[config.mk]
export PLATFORM = sky130hd
export DESIGN_NAME = srecord_s1_loader_unit
export DESIGN_NICKNAME = d
export VERILOG_FILES = /design/src/srs1_pkg.sv /design/src/srs1_fifo.sv /design/src/srs1_front.sv /design/src/srs1_back.sv /design/src/srecord_s1_loader_unit.sv
export SDC_FILE = /design/constraint.sdc
export NUM_CORES = 1
export LEC_CHECK = 0
export ABC_AREA = 1
export BUFFER_PORTS_ARGS = -buffer_cell sky130_fd_sc_hd__buf_2
export CAP_MARGIN = 30
export CORE_UTILIZATION = 48
export CTS_CLUSTER_SIZE = 8
export DETAILED_ROUTE_END_ITERATION = 12
export HOLD_SLACK_MARGIN = 0.03
export PLACE_DENSITY = 0.66
export SYNTH_ARGS = -nofsm -noshare
export SYNTH_HDL_FRONTEND = slang
export SYNTH_SLANG_ARGS = --single-unit
[constraint.sdc]
create_clock -name clk -period 10.35 [get_ports clk]
set_input_delay 0.5175 -clock clk [delete_from_list [all_inputs] [get_ports clk]]
set_output_delay 0.5175 -clock clk [all_outputs]
set_load 0.05 [all_outputs]
[src/srs1_pkg.sv]
`timescale 1ns / 1ps
`default_nettype none
// ----------------------------------------------------------------------------
// S1 record loader package
// Shared character codes, token and result types, and the parser phases.
// ----------------------------------------------------------------------------
package srs1_pkg;

	localparam logic [7:0] CHAR_S    = 8'h53;
	localparam logic [7:0] CHAR_ONE  = 8'h31;
	localparam logic [7:0] CHAR_NINE = 8'h39;

	typedef enum logic [1:0] {
		EV_WRITE  = 2'd0,
		EV_RECORD = 2'd1,
		EV_ABORT  = 2'd2,
		EV_END    = 2'd3
	} event_kind_t;

	typedef enum logic [2:0] {
		PH_IDLE  = 3'd0,
		PH_GOT_S = 3'd1,
		PH_COUNT = 3'd2,
		PH_ADDR  = 3'd3,
		PH_DATA  = 3'd4,
		PH_CHECK = 3'd5
	} phase_t;

	// One classified character as it travels from the front to the back.
	typedef struct packed {
		logic       is_s;
		logic       is_one;
		logic       is_nine;
		logic [3:0] hex;
	} token_t;

	typedef struct packed {
		event_kind_t kind;
		logic [15:0] mem_addr;
		logic [7:0]  mem_data;
		logic [15:0] records_loaded;
		logic [15:0] start_address;
		logic [7:0]  computed_check;
		logic [7:0]  expected_check;
	} result_t;

endpackage
`default_nettype wire

[src/srs1_fifo.sv]
`timescale 1ns / 1ps
`default_nettype none
// ----------------------------------------------------------------------------
// S1 record loader queue
// Small register queue with push/full and pop/empty sides.
// ----------------------------------------------------------------------------
module srs1_fifo #(
	parameter int WIDTH = 8,
	parameter int DEPTH = 2
) (
	input  wire logic             clk,
	input  wire logic             arst_n,
	input  wire logic             push,
	output logic                  full,
	input  wire logic [WIDTH-1:0] din,
	input  wire logic             pop,
	output logic                  empty,
	output logic [WIDTH-1:0]      dout
);

	localparam int PW = (DEPTH > 1) ? $clog2(DEPTH) : 1;
	localparam int CW = $clog2(DEPTH + 1);

	logic [WIDTH-1:0] slot_q [DEPTH];
	logic [PW-1:0]    wr_ptr_q;
	logic [PW-1:0]    rd_ptr_q;
	logic [CW-1:0]    count_q;
	logic             do_push;
	logic             do_pop;

	assign full    = (count_q == CW'(DEPTH));
	assign empty   = (count_q == '0);
	assign do_push = push && !full;
	assign do_pop  = pop && !empty;
	assign dout    = slot_q[rd_ptr_q];

	always_ff @(posedge clk or negedge arst_n) begin
		if (!arst_n) begin
			wr_ptr_q <= '0;
			rd_ptr_q <= '0;
			count_q  <= '0;
		end else begin
			if (do_push) begin
				wr_ptr_q <= (wr_ptr_q == PW'(DEPTH - 1)) ? '0 : wr_ptr_q + 1'b1;
			end
			if (do_pop) begin
				rd_ptr_q <= (rd_ptr_q == PW'(DEPTH - 1)) ? '0 : rd_ptr_q + 1'b1;
			end
			if (do_push && !do_pop) begin
				count_q <= count_q + 1'b1;
			end else if (do_pop && !do_push) begin
				count_q <= count_q - 1'b1;
			end
		end
	end

	always_ff @(posedge clk) begin
		if (do_push) begin
			slot_q[wr_ptr_q] <= din;
		end
	end

`ifndef SYNTHESIS
	a_count_bound: assert property (@(posedge clk) disable iff (!arst_n)
		count_q <= CW'(DEPTH))
		else $error("queue count exceeds depth");
	a_push_fills: assert property (@(posedge clk) disable iff (!arst_n)
		(do_push && !do_pop) |=> !empty)
		else $error("queue empty after a lone push");
	a_last_pop: assert property (@(posedge clk) disable iff (!arst_n)
		(do_pop && !do_push && count_q == CW'(1)) |=> empty)
		else $error("queue not empty after popping its last beat");
`endif

endmodule
`default_nettype wire

[src/srs1_front.sv]
`timescale 1ns / 1ps
`default_nettype none
// ----------------------------------------------------------------------------
// S1 record loader front
// Classifies each received character and queues it as a token.
// ----------------------------------------------------------------------------
module srs1_front (
	input  wire logic            clk,
	input  wire logic            arst_n,
	input  wire logic            push,
	output logic                 full,
	input  wire logic [7:0]      rx_char,
	input  wire logic            tok_pop,
	output logic                 tok_empty,
	output srs1_pkg::token_t     tok
);

	srs1_pkg::token_t tok_in;

	// Anything that is not a hex digit reads as zero.
	always_comb begin
		tok_in.is_s    = (rx_char == srs1_pkg::CHAR_S);
		tok_in.is_one  = (rx_char == srs1_pkg::CHAR_ONE);
		tok_in.is_nine = (rx_char == srs1_pkg::CHAR_NINE);
		if (rx_char inside {[8'h30:8'h39]}) begin
			tok_in.hex = rx_char[3:0];
		end else if (rx_char inside {[8'h41:8'h46], [8'h61:8'h66]}) begin
			tok_in.hex = rx_char[3:0] + 4'd9;
		end else begin
			tok_in.hex = 4'd0;
		end
	end

	srs1_fifo #(
		.WIDTH($bits(srs1_pkg::token_t)),
		.DEPTH(2)
	) u_tok_fifo (
		.clk   (clk),
		.arst_n(arst_n),
		.push  (push),
		.full  (full),
		.din   (tok_in),
		.pop   (tok_pop),
		.empty (tok_empty),
		.dout  (tok)
	);

endmodule
`default_nettype wire

[src/srs1_back.sv]
`timescale 1ns / 1ps
`default_nettype none
// ----------------------------------------------------------------------------
// S1 record loader back
// Record parser: assembles bytes, tracks the checksum and queues events.
// ----------------------------------------------------------------------------
module srs1_back #(
	parameter int ADDR_WIDTH = 16
) (
	input  wire logic             clk,
	input  wire logic             arst_n,
	input  wire logic             tok_empty,
	output logic                  tok_pop,
	input  wire srs1_pkg::token_t tok,
	input  wire logic             pop,
	output logic                  empty,
	output srs1_pkg::result_t     res
);

	localparam int         ADDR_BYTES = (ADDR_WIDTH + 7) / 8;
	localparam logic [7:0] HDR_BYTES  = 8'(ADDR_BYTES + 1);

	srs1_pkg::phase_t  phase_q, phase_n;
	logic [3:0]            nib_q, nib_n;
	logic                  second_q, second_n;
	logic [7:0]            count_byte_q, count_byte_n;
	logic [7:0]            left_q, left_n;
	logic [ADDR_WIDTH-1:0] wp_q, wp_n;
	logic [7:0]            sum_q, sum_n;
	logic [15:0]           accepted_q, accepted_n;
	logic [ADDR_WIDTH-1:0] origin_q, origin_n;
	logic                  stopped_q, stopped_n;

	logic                  res_full;
	logic                  res_push;
	srs1_pkg::result_t     res_in;
	logic [7:0]            byte_val;
	logic [7:0]            data_cnt;
	logic [7:0]            left_dec;
	logic [7:0]            comp;

	assign tok_pop  = !tok_empty && !res_full;
	assign byte_val = {nib_q, tok.hex};
	assign data_cnt = (count_byte_q >= HDR_BYTES) ? count_byte_q - HDR_BYTES : 8'd0;
	assign left_dec = (left_q != 8'd0) ? left_q - 8'd1 : 8'd0;
	assign comp     = ~sum_q;

	always_ff @(posedge clk or negedge arst_n) begin
		if (!arst_n) begin
			phase_q      <= srs1_pkg::PH_IDLE;
			nib_q        <= '0;
			second_q     <= 1'b0;
			count_byte_q <= '0;
			left_q       <= '0;
			wp_q         <= '0;
			sum_q        <= '0;
			accepted_q   <= '0;
			origin_q     <= '0;
			stopped_q    <= 1'b0;
		end else begin
			phase_q      <= phase_n;
			nib_q        <= nib_n;
			second_q     <= second_n;
			count_byte_q <= count_byte_n;
			left_q       <= left_n;
			wp_q         <= wp_n;
			sum_q        <= sum_n;
			accepted_q   <= accepted_n;
			origin_q     <= origin_n;
			stopped_q    <= stopped_n;
		end
	end

	always_comb begin
		phase_n      = phase_q;
		nib_n        = nib_q;
		second_n     = second_q;
		count_byte_n = count_byte_q;
		left_n       = left_q;
		wp_n         = wp_q;
		sum_n        = sum_q;
		accepted_n   = accepted_q;
		origin_n     = origin_q;
		stopped_n    = stopped_q;
		res_push     = 1'b0;
		res_in       = '0;

		if (tok_pop && !stopped_q) begin
			case (phase_q)
				srs1_pkg::PH_IDLE: begin
					if (tok.is_s) begin
						phase_n = srs1_pkg::PH_GOT_S;
					end
				end
				srs1_pkg::PH_GOT_S: begin
					if (tok.is_one) begin
						second_n = 1'b0;
						sum_n    = 8'd0;
						phase_n  = srs1_pkg::PH_COUNT;
					end else begin
						phase_n = srs1_pkg::PH_IDLE;
						if (tok.is_nine) begin
							stopped_n   = 1'b1;
							res_push    = 1'b1;
							res_in.kind = srs1_pkg::EV_END;
						end
					end
				end
				srs1_pkg::PH_COUNT, srs1_pkg::PH_ADDR, srs1_pkg::PH_DATA,
				srs1_pkg::PH_CHECK: begin
					if (!second_q) begin
						nib_n    = tok.hex;
						second_n = 1'b1;
					end else begin
						second_n = 1'b0;
						case (phase_q)
							srs1_pkg::PH_COUNT: begin
								count_byte_n = byte_val;
								sum_n        = sum_q + byte_val;
								left_n       = 8'(ADDR_BYTES);
								wp_n         = '0;
								phase_n      = srs1_pkg::PH_ADDR;
							end
							srs1_pkg::PH_ADDR: begin
								wp_n  = ADDR_WIDTH'({wp_q, byte_val});
								sum_n = sum_q + byte_val;
								if (left_dec == 8'd0) begin
									left_n  = data_cnt;
									phase_n = (data_cnt != 8'd0) ? srs1_pkg::PH_DATA
										: srs1_pkg::PH_CHECK;
								end else begin
									left_n = left_dec;
								end
							end
							srs1_pkg::PH_DATA: begin
								sum_n           = sum_q + byte_val;
								wp_n            = wp_q + 1'b1;
								left_n          = left_dec;
								if (left_dec == 8'd0) begin
									phase_n = srs1_pkg::PH_CHECK;
								end
								res_push        = 1'b1;
								res_in.kind     = srs1_pkg::EV_WRITE;
								res_in.mem_addr = wp_q[15:0];
								res_in.mem_data = byte_val;
							end
							default: begin
								phase_n               = srs1_pkg::PH_IDLE;
								res_push              = 1'b1;
								res_in.computed_check = comp;
								res_in.expected_check = byte_val;
								if (comp == byte_val) begin
									// The pointer has run past the data, so step back.
									if (accepted_q == 16'd0) begin
										origin_n = wp_q - ADDR_WIDTH'(data_cnt);
									end
									if (accepted_q != 16'hffff) begin
										accepted_n = accepted_q + 16'd1;
									end
									res_in.kind = srs1_pkg::EV_RECORD;
								end else begin
									stopped_n   = 1'b1;
									res_in.kind = srs1_pkg::EV_ABORT;
								end
							end
						endcase
					end
				end
				default: begin
					phase_n = tok.is_s ? srs1_pkg::PH_GOT_S : srs1_pkg::PH_IDLE;
				end
			endcase
		end

		// These two always report the values as they stand after this beat.
		res_in.records_loaded = accepted_n;
		res_in.start_address  = origin_n[15:0];
	end

	srs1_fifo #(
		.WIDTH($bits(srs1_pkg::result_t)),
		.DEPTH(2)
	) u_res_fifo (
		.clk   (clk),
		.arst_n(arst_n),
		.push  (res_push),
		.full  (res_full),
		.din   (res_in),
		.pop   (pop),
		.empty (empty),
		.dout  (res)
	);

`ifndef SYNTHESIS
	a_stop_sticks: assert property (@(posedge clk) disable iff (!arst_n)
		stopped_q |=> stopped_q)
		else $error("loader left the stopped state without reset");
	a_data_left: assert property (@(posedge clk) disable iff (!arst_n)
		(phase_q == srs1_pkg::PH_DATA) |-> (left_q != 8'd0))
		else $error("data phase with no bytes left");
	a_push_room: assert property (@(posedge clk) disable iff (!arst_n)
		res_push |-> (tok_pop && !res_full))
		else $error("result pushed without a consumed token or room");
	a_quiet_stop: assert property (@(posedge clk) disable iff (!arst_n)
		stopped_q |-> !res_push)
		else $error("result produced after the load stopped");
`endif

endmodule
`default_nettype wire

[src/srecord_s1_loader_unit.sv]
`timescale 1ns / 1ps
`default_nettype none
// ----------------------------------------------------------------------------
// S1 record loader
// Parses S1 records from a character stream into memory write events.
// ----------------------------------------------------------------------------
// Input side: one received character per beat on rx_char, taken at a clock
// edge where push is high and full is low. Output side: the oldest event sits
// on the result ports while empty is low and is taken with pop.
// Each character may produce at most one event: a memory write for each data
// byte, a record-accepted or checksum-abort event at the checksum byte, and
// an end event for the S9 marker. After an abort or end, further characters
// are consumed silently until reset.
// An event passes from the token queue through the parser into the event
// queue, and shows on the outputs once it is registered there.
// Throughput is one character per cycle while the event queue is not full,
// set by the parser step in the back end.
// A two-entry token queue sits between the classifier and the parser, and a
// two-entry event queue sits at the output. When the receiver stops popping,
// the parser halts once the event queue holds two events, the token queue
// then fills with the next two characters, and full rises.
// Reset (arst_n low) empties both queues, returns the parser to waiting for
// an S and clears the record count and start address.
// ----------------------------------------------------------------------------
module srecord_s1_loader_unit #(
	parameter int ADDR_WIDTH = 16
) (
	input  wire logic        clk,
	input  wire logic        arst_n,
	input  wire logic        push,
	output logic             full,
	input  wire logic [7:0]  rx_char,
	input  wire logic        pop,
	output logic             empty,
	output logic [1:0]       event_kind,
	output logic [15:0]      mem_addr,
	output logic [7:0]       mem_data,
	output logic [15:0]      records_loaded,
	output logic [15:0]      start_address,
	output logic [7:0]       computed_check,
	output logic [7:0]       expected_check
);

	srs1_pkg::token_t  tok;
	logic              tok_empty;
	logic              tok_pop;
	srs1_pkg::result_t res;

	srs1_front u_front (
		.clk      (clk),
		.arst_n   (arst_n),
		.push     (push),
		.full     (full),
		.rx_char  (rx_char),
		.tok_pop  (tok_pop),
		.tok_empty(tok_empty),
		.tok      (tok)
	);

	srs1_back #(
		.ADDR_WIDTH(ADDR_WIDTH)
	) u_back (
		.clk      (clk),
		.arst_n   (arst_n),
		.tok_empty(tok_empty),
		.tok_pop  (tok_pop),
		.tok      (tok),
		.pop      (pop),
		.empty    (empty),
		.res      (res)
	);

	assign event_kind     = res.kind;
	assign mem_addr       = res.mem_addr;
	assign mem_data       = res.mem_data;
	assign records_loaded = res.records_loaded;
	assign start_address  = res.start_address;
	assign computed_check = res.computed_check;
	assign expected_check = res.expected_check;

endmodule
`default_nettype wire
Word level (Yosys, flattened, before mapping)
Memories as Yosys holds them, arrays and structs flattened.
Index checks and enable logic that the tools add are counted.
- add/sub/neg operators: 15
- magnitude comparators: 7
- equal/unequal tests: 22
- multiplexer cells: 72
- bitwise logic cells: 2
- reduce and logical (&&, ||, !) cells: 44
- operator list (cell ; number):
    $mux W16 ; 16
    $mux W26 ; 2
    $mux W24 ; 2
    $mux W8 ; 6
    $pmux W16 S3 ; 1
    $add A16 B1 Y16 const B ; 2
    $pmux W8 S3 ; 1
    $mux W1 ; 22
    $mux W2 ; 9
    $pmux W3 S3 ; 2
    $eq A8 B6 Y1 const B ; 2
    $ge A8 B7 Y1 const B ; 2
    $le A8 B7 Y1 const B ; 2
    $logic_not A16 Y1 ; 1
    $ne A16 B16 Y1 const B ; 1
    $pmux W8 S2 ; 1
    $reduce_bool A8 Y1 ; 2
    $sub A16 B8 Y16 ; 1
    $logic_and A1 B1 Y1 ; 13
    $mux W3 ; 4
    $ne A2 B2 Y1 const B ; 6
    $reduce_and A5 Y1 ; 2
    $logic_not A1 Y1 ; 9
    $add A8 B8 Y8 ; 1
    other kinds (33) ; 52
- register bits after elaboration: 89
- RAM bits: 162
- input port bits: 12
- output and inout bits: 76
- word-level logic and storage cells: 180
- memories: 2
- memories (name ; words ; width ; read ports ; clocked after Yosys merged registers in ; write ports ; line ; RTL):
    u_back.u_res_fifo.slot_q ; 2 ; 74 ; 1 ; 0 ; 1 ; srs1_fifo.sv:24 ; logic [WIDTH-1:0] slot_q [DEPTH];
    u_front.u_tok_fifo.slot_q ; 2 ; 7 ; 1 ; 0 ; 1 ; srs1_fifo.sv:24 ;

Depth between registers and ports, before layout
- depth in word-level cells: 11
- gate-level depth with buffers: 19
- depth with buffers taken out: 19

Modules after synthesis
Synthesis repeated with hierarchy kept, for this count alone.
- cell total of the unflattened synthesis: 1356
- area, all modules: 12329.3 µm²
- by module, submodules not included (module ; instances ; cells an instance ; area each (µm²) ; seq. area each (µm²)):
    srs1_back ; 1 ; 824 ; 5728.0 ; 2026.9
    srs1_fifo (u_back.u_res_fifo) ; 1 ; 418 ; 5597.9 ; 4544.4
    srs1_fifo (u_front.u_tok_fifo) ; 1 ; 68 ; 738.2 ; 520.5
    srs1_front ; 1 ; 46 ; 265.3 ; 0.0

Least setup slack after synthesis
OpenSTA, ideal clock, no wires.
- path kind: register -> register
- start: register u_front.u_tok_fifo.rd_ptr_q
- end: memory u_back.u_res_fifo.slot_q[1][0] in the netlist's numbering, enable pin
- library setup time: 0.508 ns
- arrival: 4.437 ns
- data required time: 9.842 ns
- path slack: 5.405 ns
- stages on the path, launching flop included: 9
- buffers on the path: 1
- clock period less this slack: 4.945 ns
- cells stage by stage: dfrtp_1 > clkbuf_2 > inv_1 > or2_2 > o21ai_0 > o2111ai_1 > o21ai_0 > nand2_1 > nor2_1
- longest elaborated chain between the ends: 8
- RTL lines (what ; line ; RTL):
    start: declaration ; srs1_fifo.sv:26 ; logic [PW-1:0] rd_ptr_q;
    start signal: assignment ; srs1_fifo.sv:47 ; rd_ptr_q <= (rd_ptr_q == PW'(DEPTH - 1)) ? '0 : rd_ptr_q + 1'b1;
    $mem_v2 Z2 W7 * ; - ;
    $mux W1 ; srs1_back.sv:102 ; if (tok.is_nine) begin
    $mux W1 * ; srs1_back.sv:96 ; if (tok.is_one) begin
    $pmux W1 S2 * ; srs1_back.sv:89 ; case (phase_q)
    $mux W1 * ; srs1_back.sv:88 ; if (tok_pop && !stopped_q) begin
    $logic_and A1 B1 Y1 * ; srs1_fifo.sv:33 ; assign do_push = push && !full;
    $mux W1 * ; srs1_fifo.sv:58 ; if (do_push) begin
    $mux W1 (not written as such) * ; srs1_fifo.sv:59 ; slot_q[wr_ptr_q] <= din;
    end: declaration ; srs1_fifo.sv:24 ;
Mark *: on every way between the ends. The rest lies on a longest branch, timed or not.

==> flow_summary.toml <==
[status]
outcome = "completed"

[logic_synthesis]
ys_top_cells_by_area = "edfxtp_1 (40%), dfrtp_1 (18%), nand2_1 (12%)"
synth_seq_cells = 251
yosysTopAreaCell = "edfxtp_1"
ys_types = 53
synthCells = 1281
synthArstFlopShare_pct = 35.5
syn-cell-area_um2 = 12100
synth_edf_count = 162
synth_top_area_share_pct = 40.2
avgSynthCellArea_um2 = 9.44
yosys_warnings = 0
synth_nets = 1322
seq_area_frac_synth_pct = 58.6
synth_ff_type = "edfxtp_1"

[timing]
worst_pin_slew_ns = 0.971
finalSetupViolations = 0
rsz0062_at_grt = "no"
finalHoldViolations = 0
fin_crit_sh_pct = 33.3
period_needed_ns = 3.44
relSlewSlack_pct = 35.1
finalSetupTns_ns = 0
fin_skew_ns = 0.0154
max_clock_freq_mhz = 290
drv_slew = 0

[min_path]
hp-class = "in -> async"

[worst_setup_path]
endpoint_kind = "register"
cp-start-kind = "register"
crit_fanout = 18
crit_arrival_ns = 3.69
crit_required_ns = 10.60
r2r_start = "u_front.u_tok_fifo.rd_ptr_q"
worstReg2RegEnd = "u_back.u_res_fifo.slot_q[0][29]"
reg2regPathDepth = 14
rrSetupSlack_ns = 6.91
crit_type = "reg -> reg"

[global_routing]
grt_max_degree = 76
grt_pass1_vias = 8886
track_usage_pct = 21.6
antenna_found_initial = 0
grt_pass1_wl_um = 44500
globalRouteOverflowTotal = 0

[routing]
totalWireLength_um = 27100
wl_per_cell_um = 15.7
route.vias.total = 9005
drcViolationCount = 0
via_per_inst = 5.21
dr.pass1.iters = 5
dr.first_iter.drc_count = 551
postRouteAntennaNets = 0

[clocking]
cts-resized-gates = 0
postCtsHoldBufs = 0
clock_sinks = 251
htreeDepth = 2
clockRootBuffer = "clkbuf_16"
path_clk_slew_ns = 0.05
clk_latency_ns = 0.51
cts_tree = "yes"
cts_setup_buffers = 0
cts_buffers = 37
clockBufferDepth = 3

[power_and_ir_drop]
irDropWorstVdd_uv = 227
power_uw = 4400
p_leak_uw = 0.00636
p_per_area_nw_per_um2 = 316

[cells_and_area]
multi_input_area_um2 = 4350
antenna_cells = 0
area_delta_synth_final_pct = 15.0
seqCellArea_um2 = 7090
finish.net_count = 1419
fillers = 2167
drive_gt1_share_pct = 12.8
finalInstanceArea_um2 = 13900

[floorplanning]
coreArea_um2 = 24500
initial_utilization_pct = 49.3
die_w_um = 161
num_rows = 57
io_pins = 88
die_y_um = 161
die-area_um2 = 25800

[placed_design]
routabilityCongestion = 0.880
dp_hpwl_um = 17500
place_area_um2 = 12800
io_buffers = 87

[run]
maxCapViolCount = 0
-- cell type report --
| type | count | share of cell area [%] |
|---|---|---|
| clock buffer | 62 | 7.48 |
| clock inverter | 2 | 0.333 |
| inverter | 129 | 3.54 |
| multi-input combinational | 866 | 31.3 |
| sequential | 251 | 51.0 |
| tap | 324 | 2.91 |
| timing repair buffer | 93 | 3.47 |
-- kinds of logic after synthesis --
logic type | count (synthesis) | share of synthesized area, %
AND/OR/NAND/NOR | 649 | 22.8
flip-flops | 251 | 58.6
buffers and inverters | 164 | 5.50
AO/OA/AOI/OAI | 152 | 7.29
XOR/XNOR | 33 | 2.39
adder cells (fa/ha/maj) | 29 | 3.12
multiplexers | 3 | 0.248
-- worst max path at each step --
stage,cells past startpoint,from,slack [ns],end
after floorplan,8,u_front.u_tok_fifo.rd_ptr_q,5.40,u_back.u_res_fifo.slot_q[1][0]
after global placement,14,u_front.u_tok_fifo.rd_ptr_q,7.03,u_back.u_res_fifo.slot_q[0][30]
after detailed placement,14,u_front.u_tok_fifo.rd_ptr_q,6.91,u_back.u_res_fifo.slot_q[0][29]
after CTS,14,u_front.u_tok_fifo.rd_ptr_q,6.89,u_back.u_res_fifo.slot_q[0][29]
after global routing,14,u_front.u_tok_fifo.rd_ptr_q,6.51,u_back.u_res_fifo.slot_q[0][30]
final,14,u_front.u_tok_fifo.rd_ptr_q,6.91,u_back.u_res_fifo.slot_q[0][29]
-- Yosys cell counts (2+ instances only) --
cell type  instances
nor3_1            12
buf_2              2
o22ai_1            4
mux2i_1            3
o2111ai_1          3
inv_2              4
a21o_1             2
nor2_4             3
buf_6              2
xnor2_1            9
fa_1               2
dfrtp_1           89
nor3_2             3
o31ai_1            2
nand2_1          381
a22o_1             2
edfxtp_1         162
nor2_2             5
o21ai_0           67
clkbuf_1          23
nand3_1           75
o211ai_1           2
nand3b_1           4
nand2_2            4
nor2_1           125
a31oi_1            3
o21ai_1            5
o21bai_1           4
nand2_4            2
buf_1              4
nor4_1             4
buf_4              2
or2_2              8
inv_1            122
nand4_1           19
ha_1              27
a21oi_1           41
a21oi_2            4
a22oi_1            9
xor2_1            24
-- stage by stage --
stage,util [%],worst slack [ns],hold WS (ns),std cells
2_1_floorplan,-,5.40,0.222,1281
3_3_place_gp,52.3,7.03,0.480,1663
3_5_place_dp,52.3,6.91,0.486,1663
4_1_cts,56.7,6.89,0.0575,1727
5_1_grt,56.7,6.51,0.0734,1727
6_report,56.7,6.91,0.0306,1727
-- cell usage in the layout, fill, tap and decap left out, types with 38 or more instances in the layout --
cell       netlist  final
dfrtp_1         89     88
nor2_1         125    123
clkbuf_16        0     38
inv_1          122    121
nand3_1         75     75
nand2_1        381    381
o21ai_0         67     67
buf_2            2     86
edfxtp_1       162    162
a21oi_1         41     41
-- where the power goes --
group / switching [uW] / internal, uW / leakage [uW]
clock network: 417 / 704 / 0.000518
registers: 143 / 1240 / 0.00268
logic: 1400 / 501 / 0.00317
total: 1960 / 2440 / 0.00636
-- worst max-delay path: stages, from the launching register on --
cell and delay [ns]:
dfrtp_1 0.45, inv_1 0.14, or2_2 0.29, o21ai_0 0.26
inv_1 0.14, ha_1 0.42, nand4_2 0.17, nor3_4 0.50
inv_2 0.09, nor2_4 0.13, nand2_4 0.14, clkinv_4 0.17
nand3_1 0.10, o21ai_0 0.08, inv_1 0.08
-- sequential cells by signal, summed over array words and instances (netlist names) --
| name | flops |
|---|---|
| u_front.u_tok_fifo.slot_q | 14 |
| u_back.phase_q | 3 |
| u_back.count_byte_q | 8 |
| u_front.u_tok_fifo.count_q | 2 |
| u_front.u_tok_fifo.rd_ptr_q | 1 |
| u_back.accepted_q | 16 |
| u_back.second_q | 1 |
| u_back.u_res_fifo.count_q | 2 |
| u_back.u_res_fifo.rd_ptr_q | 1 |
| u_back.u_res_fifo.slot_q | 148 |
| u_front.u_tok_fifo.wr_ptr_q | 1 |
| u_back.sum_q | 8 |
| u_back.wp_q | 16 |
| u_back.u_res_fifo.wr_ptr_q | 1 |
| u_back.stopped_q | 1 |
| u_back.nib_q | 4 |
| u_back.left_q | 8 |
| u_back.origin_q | 16 |
-- layer usage --
layer,wire (um),vias to the layer above,track usage (%)
met2,12900,220,36.4
met3,1300,57,3.56
met5,0,-,0
li1,-,4452,-
met1,12200,4276,28.5
met4,676,0,7.46
No activity file was read; power rests on OpenSTA's default activity.
